File: config.mk
export PLATFORM = sky130hd
export DESIGN_NAME = ssu_packet_field_parser
export DESIGN_NICKNAME = d
export VERILOG_FILES = /design/src/hw/rtl/ssu_pkg.sv /design/src/hw/rtl/ssu_packet_field_parser.sv
export SDC_FILE = /design/constraint.sdc
export NUM_CORES = 1
export LEC_CHECK = 0
export ABC_AREA = 1
export BUFFER_PORTS_ARGS = -buffer_cell sky130_fd_sc_hd__buf_2
export CORE_MARGIN = 2
export CORE_UTILIZATION = 30
export DETAILED_ROUTE_END_ITERATION = 8
export GPL_TIMING_DRIVEN = 0
export PLACE_DENSITY = 0.44
export SETUP_SLACK_MARGIN = 0.15
export SYNTH_ARGS = -nofsm -noshare
export SYNTH_HDL_FRONTEND = slang
export SYNTH_SLANG_ARGS = --single-unit
File: constraint.sdc
create_clock -name aclk -period 8.23 [get_ports aclk]
set_input_delay 1.646 -clock aclk [delete_from_list [all_inputs] [get_ports aclk]]
set_output_delay 1.646 -clock aclk [all_outputs]
set_load 0.01 [all_outputs]
File: src/hw/rtl/ssu_pkg.sv
`default_nettype none
// ----------------------------------------------------------------------------
// SSU parser package
// Phase codes, field kinds and result status codes shared by the parser.
// ----------------------------------------------------------------------------
package ssu_pkg;

    typedef enum logic [4:0] {
        PH_MAC    = 5'd0,  PH_IV     = 5'd1,  PH_FLAG   = 5'd2,  PH_TIME   = 5'd3,
        PH_KEY    = 5'd4,  PH_EXTSZ  = 5'd5,  PH_EXT    = 5'd6,  PH_DH     = 5'd7,
        PH_ADDRSZ = 5'd8,  PH_ADDR   = 5'd9,  PH_PORT   = 5'd10, PH_TAG    = 5'd11,
        PH_STIME  = 5'd12, PH_CHALSZ = 5'd13, PH_CHAL   = 5'd14, PH_IKEY   = 5'd15,
        PH_NONCE  = 5'd16, PH_REST   = 5'd17, PH_DFLAGS = 5'd18, PH_NEXP   = 5'd19,
        PH_EXP    = 5'd20, PH_NACK   = 5'd21, PH_ACK    = 5'd22, PH_BITF   = 5'd23,
        PH_DEXTSZ = 5'd24, PH_DEXT   = 5'd25, PH_NFRAG  = 5'd26, PH_FMSG   = 5'd27,
        PH_FINFO  = 5'd28, PH_FDATA  = 5'd29, PH_DONE   = 5'd30, PH_DRAIN  = 5'd31
    } phase_t;

    localparam logic [4:0] CODE_CLOSE = 5'd31;

    localparam logic [1:0] ST_OK        = 2'd0;
    localparam logic [1:0] ST_SHORT     = 2'd1;
    localparam logic [1:0] ST_TRUNCATED = 2'd2;
    localparam logic [1:0] ST_BAD_TYPE  = 2'd3;

    localparam logic [3:0] MAX_KIND  = 4'd8;
    localparam logic [3:0] LAST_STEP = 4'd8;

    typedef enum logic [2:0] {
        K_BYTES = 3'd0, K_INT = 3'd1, K_SKIP = 3'd2, K_REST = 3'd3, K_IDLE = 3'd4
    } kind_t;

    function automatic kind_t phase_kind(input phase_t ph);
        kind_t k;
        case (ph)
            PH_MAC, PH_IV, PH_EXT, PH_DH, PH_ADDR, PH_CHAL, PH_IKEY, PH_DEXT,
            PH_FDATA: k = K_BYTES;
            PH_KEY: k = K_SKIP;
            PH_REST: k = K_REST;
            PH_DONE, PH_DRAIN: k = K_IDLE;
            default: k = K_INT;
        endcase
        return k;
    endfunction

    // Body program: phase at a given step of a payload type.
    function automatic phase_t body_prog(input logic [3:0] kind, input logic [3:0] step);
        phase_t p;
        p = PH_DONE;
        case (kind)
            4'd0: case (step)
                4'd0: p = PH_DH; 4'd1: p = PH_ADDRSZ; 4'd2: p = PH_ADDR;
                default: p = PH_DONE;
            endcase
            4'd1: case (step)
                4'd0: p = PH_DH; 4'd1: p = PH_ADDRSZ; 4'd2: p = PH_ADDR;
                4'd3: p = PH_PORT; 4'd4: p = PH_TAG; 4'd5: p = PH_STIME;
                4'd6: p = PH_REST; default: p = PH_DONE;
            endcase
            4'd2: case (step)
                4'd0: p = PH_REST; default: p = PH_DONE;
            endcase
            4'd3: case (step)
                4'd0: p = PH_TAG; 4'd1: p = PH_ADDRSZ; 4'd2: p = PH_ADDR;
                4'd3: p = PH_PORT; 4'd4: p = PH_CHALSZ; 4'd5: p = PH_CHAL;
                4'd6: p = PH_IKEY; 4'd7: p = PH_NONCE; default: p = PH_DONE;
            endcase
            4'd4: case (step)
                4'd0: p = PH_ADDRSZ; 4'd1: p = PH_ADDR; 4'd2: p = PH_PORT;
                4'd3: p = PH_ADDRSZ; 4'd4: p = PH_ADDR; 4'd5: p = PH_PORT;
                4'd6: p = PH_NONCE; default: p = PH_DONE;
            endcase
            4'd5: case (step)
                4'd0: p = PH_ADDRSZ; 4'd1: p = PH_ADDR; 4'd2: p = PH_PORT;
                4'd3: p = PH_CHALSZ; 4'd4: p = PH_CHAL; default: p = PH_DONE;
            endcase
            4'd6: case (step)
                4'd0: p = PH_DFLAGS; default: p = PH_DONE;
            endcase
            4'd7: case (step)
                4'd0: p = PH_NONCE; 4'd1: p = PH_ADDRSZ; 4'd2: p = PH_ADDR;
                4'd3: p = PH_PORT; 4'd4: p = PH_IKEY; default: p = PH_DONE;
            endcase
            default: p = PH_DONE;
        endcase
        return p;
    endfunction

endpackage
`default_nettype wire

File: src/hw/rtl/ssu_packet_field_parser.sv
`default_nettype none
// ----------------------------------------------------------------------------
// SSU packet field parser
// Streams packet bytes in and emits parsed header and body fields.
// ----------------------------------------------------------------------------
// One packet byte is taken per transfer, with s_last_byte on the final byte.
// The parser walks the header (MAC, IV, flag byte, time, optional keying
// material, optional extended options) and then the body of the type that the
// flag byte selects. Integers come out whole when their last byte arrives,
// byte fields one result per byte. The final byte of a packet always makes a
// result (a closing marker, code 31, if nothing else) carrying m_packet_end
// and the parse status. Throughput is one byte per cycle: each byte advances
// the parse state, and a single output register holds the result; the input
// stalls only while that register is full and not taken. Zero sized fields
// are skipped in the same cycle; a chain of empty fields resolves through
// combinational checks on each kind of pending-length field.
// ----------------------------------------------------------------------------
module ssu_packet_field_parser #(
    parameter int MAC_BYTES        = 16,
    parameter int IV_BYTES         = 16,
    parameter int KEYING_BYTES     = 64,
    parameter int DH_BYTES         = 256,
    parameter int INTRO_KEY_BYTES  = 32,
    parameter int HEADER_MIN_BYTES = 37
) (
    input  wire logic        aclk,
    input  wire logic        aresetn,
    input  wire logic        s_valid,
    output logic             s_ready,
    input  wire logic [7:0]  s_data_byte,
    input  wire logic        s_last_byte,
    output logic             m_valid,
    input  wire logic        m_ready,
    output logic [4:0]       m_field_code,
    output logic [31:0]      m_field_value,
    output logic             m_field_last,
    output logic             m_packet_end,
    output logic [1:0]       m_parse_status
);

    localparam logic [13:0] HDR_MIN = 14'(HEADER_MIN_BYTES);

    // Parse state
    ssu_pkg::phase_t phase_reg;
    logic [13:0] bytes_left_reg;
    logic [7:0]  seen_reg;
    logic [3:0]  kind_reg;
    logic [1:0]  hflags_reg;
    logic [7:0]  dflags_reg;
    logic [7:0]  items_reg;
    logic [31:0] accum_reg;
    logic        bad_reg;
    logic [13:0] pend_reg;
    logic [3:0]  step_reg;

    logic xfer;
    assign s_ready = !m_valid || m_ready;
    assign xfer    = s_valid && s_ready;

    // Length of a phase given a pending length.
    function automatic logic [13:0] field_len(input ssu_pkg::phase_t ph,
                                              input logic [13:0] pend);
        logic [13:0] l;
        case (ph)
            ssu_pkg::PH_MAC:  l = 14'(MAC_BYTES);
            ssu_pkg::PH_IV:   l = 14'(IV_BYTES);
            ssu_pkg::PH_KEY:  l = 14'(KEYING_BYTES);
            ssu_pkg::PH_DH:   l = 14'(DH_BYTES);
            ssu_pkg::PH_IKEY: l = 14'(INTRO_KEY_BYTES);
            ssu_pkg::PH_TIME, ssu_pkg::PH_TAG, ssu_pkg::PH_STIME, ssu_pkg::PH_NONCE,
            ssu_pkg::PH_EXP, ssu_pkg::PH_ACK, ssu_pkg::PH_FMSG: l = 14'd4;
            ssu_pkg::PH_FINFO: l = 14'd3;
            ssu_pkg::PH_PORT:  l = 14'd2;
            ssu_pkg::PH_EXT, ssu_pkg::PH_ADDR, ssu_pkg::PH_CHAL, ssu_pkg::PH_DEXT,
            ssu_pkg::PH_FDATA: l = pend;
            default: l = 14'd1;
        endcase
        return l;
    endfunction

    // Combinational next state
    ssu_pkg::phase_t phase_next;
    logic [13:0] bytes_left_next, pend_next;
    logic [3:0]  kind_next, step_next;
    logic [1:0]  hflags_next;
    logic [7:0]  dflags_next, items_next;
    logic [31:0] accum_next, v;
    logic        bad_next, made, flast, done_f;
    logic [4:0]  code;
    logic [31:0] value;
    logic [13:0] blm1;
    ssu_pkg::kind_t k;

    always_comb begin
        phase_next = phase_reg; bytes_left_next = bytes_left_reg; pend_next = pend_reg;
        kind_next = kind_reg; step_next = step_reg; hflags_next = hflags_reg;
        dflags_next = dflags_reg; items_next = items_reg; accum_next = accum_reg;
        bad_next = bad_reg;
        made = 1'b0; flast = 1'b0; code = ssu_pkg::CODE_CLOSE; value = '0;
        done_f = 1'b0; v = '0;
        k = ssu_pkg::phase_kind(phase_reg);
        blm1 = bytes_left_reg - 14'd1;
        case (k)
            ssu_pkg::K_BYTES: begin
                made = 1'b1; code = phase_reg; value = {24'd0, s_data_byte};
                flast = (bytes_left_reg == 14'd1);
                bytes_left_next = blm1; done_f = (blm1 == 14'd0);
            end
            ssu_pkg::K_SKIP: begin
                bytes_left_next = blm1; done_f = (blm1 == 14'd0);
            end
            ssu_pkg::K_INT: begin
                accum_next = {accum_reg[23:0], s_data_byte};
                bytes_left_next = blm1;
                if (blm1 == 14'd0) begin
                    made = 1'b1; code = phase_reg; value = accum_next; flast = 1'b1;
                    done_f = 1'b1; v = accum_next;
                end
            end
            ssu_pkg::K_REST: begin
                made = 1'b1; code = ssu_pkg::PH_REST; value = {24'd0, s_data_byte};
                flast = s_last_byte;
            end
            default: ;
        endcase

        // Finish the completed field and pick the next phase.
        if (done_f) begin
            case (phase_reg)
                ssu_pkg::PH_MAC: phase_next = ssu_pkg::PH_IV;
                ssu_pkg::PH_IV:  phase_next = ssu_pkg::PH_FLAG;
                ssu_pkg::PH_FLAG: begin
                    hflags_next = {v[2], v[3]}; kind_next = v[7:4];
                    if (v[7:4] > ssu_pkg::MAX_KIND) begin
                        bad_next = 1'b1; phase_next = ssu_pkg::PH_DRAIN;
                    end else phase_next = ssu_pkg::PH_TIME;
                end
                ssu_pkg::PH_TIME: begin
                    if (hflags_reg[0]) phase_next = ssu_pkg::PH_KEY;
                    else if (hflags_reg[1]) phase_next = ssu_pkg::PH_EXTSZ;
                    else begin
                        step_next = '0; phase_next = ssu_pkg::body_prog(kind_reg, 4'd0);
                    end
                end
                ssu_pkg::PH_KEY: begin
                    if (hflags_reg[1]) phase_next = ssu_pkg::PH_EXTSZ;
                    else begin
                        step_next = '0; phase_next = ssu_pkg::body_prog(kind_reg, 4'd0);
                    end
                end
                ssu_pkg::PH_EXTSZ: begin
                    pend_next = {6'd0, v[7:0]}; phase_next = ssu_pkg::PH_EXT;
                end
                ssu_pkg::PH_EXT: begin
                    step_next = '0; phase_next = ssu_pkg::body_prog(kind_reg, 4'd0);
                end
                ssu_pkg::PH_ADDRSZ, ssu_pkg::PH_CHALSZ: begin
                    pend_next = {6'd0, v[7:0]};
                    step_next = step_reg + 4'd1;
                    phase_next = ssu_pkg::body_prog(kind_reg, step_next);
                end
                ssu_pkg::PH_DFLAGS: begin
                    dflags_next = v[7:0];
                    if (v[7]) phase_next = ssu_pkg::PH_NEXP;
                    else if (v[6]) phase_next = ssu_pkg::PH_NACK;
                    else if (v[1]) phase_next = ssu_pkg::PH_DEXTSZ;
                    else phase_next = ssu_pkg::PH_NFRAG;
                end
                ssu_pkg::PH_NEXP, ssu_pkg::PH_EXP: begin
                    items_next = (phase_reg == ssu_pkg::PH_NEXP) ? v[7:0]
                                                                 : items_reg - 8'd1;
                    if (items_next != 8'd0) phase_next = ssu_pkg::PH_EXP;
                    else if (dflags_reg[6]) phase_next = ssu_pkg::PH_NACK;
                    else if (dflags_reg[1]) phase_next = ssu_pkg::PH_DEXTSZ;
                    else phase_next = ssu_pkg::PH_NFRAG;
                end
                ssu_pkg::PH_NACK, ssu_pkg::PH_ACK: begin
                    items_next = (phase_reg == ssu_pkg::PH_NACK) ? v[7:0]
                                                                 : items_reg - 8'd1;
                    phase_next = (items_next != 8'd0) ? ssu_pkg::PH_ACK : ssu_pkg::PH_BITF;
                end
                ssu_pkg::PH_BITF: begin
                    if (v[7]) phase_next = ssu_pkg::PH_BITF;
                    else if (dflags_reg[1]) phase_next = ssu_pkg::PH_DEXTSZ;
                    else phase_next = ssu_pkg::PH_NFRAG;
                end
                ssu_pkg::PH_DEXTSZ: begin
                    pend_next = {6'd0, v[7:0]}; phase_next = ssu_pkg::PH_DEXT;
                end
                ssu_pkg::PH_DEXT: phase_next = ssu_pkg::PH_NFRAG;
                ssu_pkg::PH_NFRAG: begin
                    items_next = v[7:0];
                    phase_next = (items_next != 8'd0) ? ssu_pkg::PH_FMSG : ssu_pkg::PH_DONE;
                end
                ssu_pkg::PH_FMSG: phase_next = ssu_pkg::PH_FINFO;
                ssu_pkg::PH_FINFO: begin
                    pend_next = v[13:0]; phase_next = ssu_pkg::PH_FDATA;
                end
                ssu_pkg::PH_FDATA: begin
                    items_next = items_reg - 8'd1;
                    phase_next = (items_next != 8'd0) ? ssu_pkg::PH_FMSG : ssu_pkg::PH_DONE;
                end
                default: begin
                    step_next = step_reg + 4'd1;
                    phase_next = (step_reg >= ssu_pkg::LAST_STEP - 4'd1)
                               ? ssu_pkg::PH_DONE : ssu_pkg::body_prog(kind_reg, step_next);
                end
            endcase
            // Zero sized byte fields complete at once. Only pending-length
            // fields can be empty; resolve their successors.
            if (phase_next == ssu_pkg::PH_EXT && pend_next == 14'd0) begin
                step_next = '0; phase_next = ssu_pkg::body_prog(kind_next, 4'd0);
            end
            if ((phase_next == ssu_pkg::PH_ADDR || phase_next == ssu_pkg::PH_CHAL) &&
                pend_next == 14'd0) begin
                step_next = step_next + 4'd1;
                phase_next = ssu_pkg::body_prog(kind_next, step_next);
            end
            if (phase_next == ssu_pkg::PH_DEXT && pend_next == 14'd0)
                phase_next = ssu_pkg::PH_NFRAG;
            if (phase_next == ssu_pkg::PH_FDATA && pend_next == 14'd0) begin
                items_next = items_next - 8'd1;
                phase_next = (items_next != 8'd0) ? ssu_pkg::PH_FMSG : ssu_pkg::PH_DONE;
            end
            accum_next = '0;
            if (ssu_pkg::phase_kind(phase_next) == ssu_pkg::K_REST ||
                ssu_pkg::phase_kind(phase_next) == ssu_pkg::K_IDLE) bytes_left_next = '0;
            else bytes_left_next = field_len(phase_next, pend_next);
        end
    end

    // Packet byte count including this byte, saturating at the header minimum.
    logic [7:0]  seen_next;
    logic [1:0]  status;
    assign seen_next = (14'(seen_reg) < HDR_MIN) ? seen_reg + 8'd1 : seen_reg;

    always_comb begin
        if (14'(seen_next) < HDR_MIN) status = ssu_pkg::ST_SHORT;
        else if (bad_next) status = ssu_pkg::ST_BAD_TYPE;
        else if (phase_next == ssu_pkg::PH_DONE || phase_next == ssu_pkg::PH_REST)
            status = ssu_pkg::ST_OK;
        else status = ssu_pkg::ST_TRUNCATED;
    end

    always_ff @(posedge aclk) begin
        if (!aresetn) begin
            phase_reg <= ssu_pkg::PH_MAC;
            bytes_left_reg <= 14'(MAC_BYTES);
            seen_reg <= '0; kind_reg <= '0; hflags_reg <= '0; dflags_reg <= '0;
            items_reg <= '0; accum_reg <= '0; bad_reg <= 1'b0; pend_reg <= '0;
            step_reg <= '0; m_valid <= 1'b0;
        end else begin
            if (m_valid && m_ready) m_valid <= 1'b0;
            if (xfer) begin
                if (s_last_byte) begin
                    // Start over for the next packet.
                    phase_reg <= ssu_pkg::PH_MAC;
                    bytes_left_reg <= 14'(MAC_BYTES);
                    seen_reg <= '0; kind_reg <= '0; hflags_reg <= '0; dflags_reg <= '0;
                    items_reg <= '0; accum_reg <= '0; bad_reg <= 1'b0; pend_reg <= '0;
                    step_reg <= '0;
                end else begin
                    phase_reg <= phase_next; bytes_left_reg <= bytes_left_next;
                    seen_reg <= seen_next;
                    kind_reg <= kind_next; hflags_reg <= hflags_next;
                    dflags_reg <= dflags_next;
                    items_reg <= items_next; accum_reg <= accum_next; bad_reg <= bad_next;
                    pend_reg <= pend_next; step_reg <= step_next;
                end
                if (made || s_last_byte) m_valid <= 1'b1;
            end
        end
    end

    // Result payload
    always_ff @(posedge aclk) begin
        if (xfer && (made || s_last_byte)) begin
            m_field_code   <= made ? code : ssu_pkg::CODE_CLOSE;
            m_field_value  <= made ? value : 32'd0;
            m_field_last   <= made ? flast : 1'b0;
            m_packet_end   <= s_last_byte;
            m_parse_status <= s_last_byte ? status : ssu_pkg::ST_OK;
        end
    end

endmodule
`default_nettype wire
==> impl_metrics.yaml <==
finish:
  layout-drive-gt1-share: 0.113
  num_antenna_cells: 0
  largest_register_ffs: 32
  fillers: 3599
  final_util: 0.347
  area_growth_syn_to_layout_pct: 14.6
  design_area_mm2: 0.0113
  seqCellArea_mm2: 0.00303
  fin_nets: 1665
  multiInputGateArea_mm2: 0.00582
sta:
  timing.final.crit_share: 0.756
  worst_pin_slew_ps: 1120
  finalClockSkew_ps: 13.9
  max_freq_ghz: 0.161
  rsz0062_at_grt: "no"
  min_period_ps: 6220
  whs_ps: 431
  drv_slew: 0
  final-hold-violation-count: 0
  fin_tns_setup_ps: 0
  slew_headroom: 0.252
  setup_viol: 0
global_route:
  grt_overflow: 0
  grt_usage: 0.207
  grt_pass1_wl_um: 54400
  antenna_found_initial: 0
  grt_pass1_vias: 9674
  grt_max_degree: 42
route:
  postRouteAntennaNets: 0
  dr.pass1.iters: 6
  num_vias: 10331
  drc: 0
  drtIter0Drc: 758
  via_per_inst: 4.95
  drt_wl_total_um: 34600
  wl_per_cell_um: 16.5
setup_path:
  cp_common_cell: "nand2_1"
  worstRegToRegCells: 44
  cp.arrival_ps: 6580
  required_ps: 8580
  crit_type: "register to register"
  worstSetupEndpointType: "register"
  start_kind: "register"
  cpPeakStageDelay_ps: 400
  worstPathMaxFanout: 10
  crit_slowest_cell: "nor2_2"
synth:
  yosysWarnings: 0
  synth_top_area_share: 0.183
  yosysMostFrequentCell: "nand2_1"
  synth.area.top_cells: "dfxtp_1 18%, nand2_1 16%, edfxtp_1 13%"
  async_flop_share: 0
  synth_common_cells: "413 x nand2_1, 211 x nor2_1, 191 x inv_1"
  synth.distinct_cells: 57
  synth_ff_type: "dfxtp_1"
  syn_inst: 1562
  synth.largest_area_cell: "dfxtp_1"
  ys_ff_latch: 131
  syn_area_mm2: 0.00984
  synth_edf_count: 41
  ys_seq_area_frac: 0.308
  avgSynthCellArea_um2: 6.30
  synth_nets: 1593
power_and_ir_drop:
  p_per_area_mw_per_mm2: 148
  peakVddDrop_uv: 128
  p_leak_uw: 0.00496
cts:
  postCtsSetupRepairBufs: 0
  clkTransAtPathRegs_ps: 70
  htree_levels: 4
  clockRootBuffer: "clkbuf_16"
  cts_resized: 0
  cts_hold_buf: 0
  cts_tree: "yes"
  clockBufferDepth: 2
  clk_latency_ps: 440
  cts_made_buffers: 17
  clock_sinks: 131
die:
  die_height_um: 185
  io_pins: 56
  initial_core_util: 0.303
  rows: 66
  fp.dieW_um: 185
  die-area_mm2: 0.0343
  core_area_mm2: 0.0325
place:
  place_congestion: 0.898
  numPortBuffers: 53
  dpl_cell_area_mm2: 0.0107
  dp_hpwl_um: 27300
hold_path:
  min_path_cells: 2
  min_path_type: "register to register"
outcome:
  status: "completed"
flow_run:
  drv_cap: 0
## worst paths after layout
path                     start                end  slack [ps]
max reg2reg  bytes_left_reg[0]  bytes_left_reg[7]        2010
min reg2reg        seen_reg[7]        seen_reg[7]         430
max          bytes_left_reg[0]  bytes_left_reg[7]        2010
min                seen_reg[7]        seen_reg[7]         430
## cell type report
type	count	share of cell area
clock buffers	17	0.0377
multi-input cells	1177	0.516
inverters	216	0.0723
well taps	442	0.0490
plain buffers	38	0.0153
flip-flops and latches	131	0.269
repair buffers	53	0.0235
clock inverters	15	0.0173
## through the flow
step	total power (µW)	cells	worst slack [ps]
after floorplan	815	1562	3110
after global placement	872	2057	1750
after detailed placement	872	2057	1760
after CTS	1690	2089	1970
after global routing	1740	2089	1150
final	1670	2089	2010
## cells in the final DEF, fill, tap and decap left out, types with 27 or more instances in the layout
master	n
a211oi_1	27
a21oi_1	110
buf_2	56
clkbuf_1	30
dfxtp_1	90
edfxtp_1	41
inv_1	190
nand2_1	413
nand3_1	111
nand4_1	43
nor2_1	211
o21ai_0	63
## power by group
| part | leakage (µW) | switching (µW) | internal [µW] |
|---|---|---|---|
| Sequential | 0.00114 | 11.9 | 689 |
| Clock | 0.000304 | 332 | 486 |
| Combinational | 0.00352 | 111 | 43.7 |
| Total | 0.00496 | 455 | 1220 |
## layer usage
| layer | vias up | routed length [µm] | GRT usage |
|---|---|---|---|
| li1 | 5299 | - | - |
| met1 | 4698 | 16000 | 0.272 |
| met2 | 272 | 15500 | 0.329 |
| met3 | 62 | 1730 | 0.0379 |
| met4 | 0 | 1390 | 0.0937 |
| met5 | - | 0 | 0 |
## kinds of logic after synthesis
| logic type | Yosys count | share of synthesized area |
|---|---|---|
| compound gates | 271 | 0.163 |
| xor+xnor | 15 | 0.0134 |
| fa+ha+maj | 18 | 0.0229 |
| buf+inv | 254 | 0.100 |
| flops | 131 | 0.308 |
| simple gates | 873 | 0.392 |
## worst max-delay path: cells and delay by family (launching register included)
family          cells  cell delay [ps]
simple gates       35             4170
buf+inv             4              600
compound gates      3              550
fa+ha+maj           2              430
flops               1              360
Power figures use the tool's default switching activity.
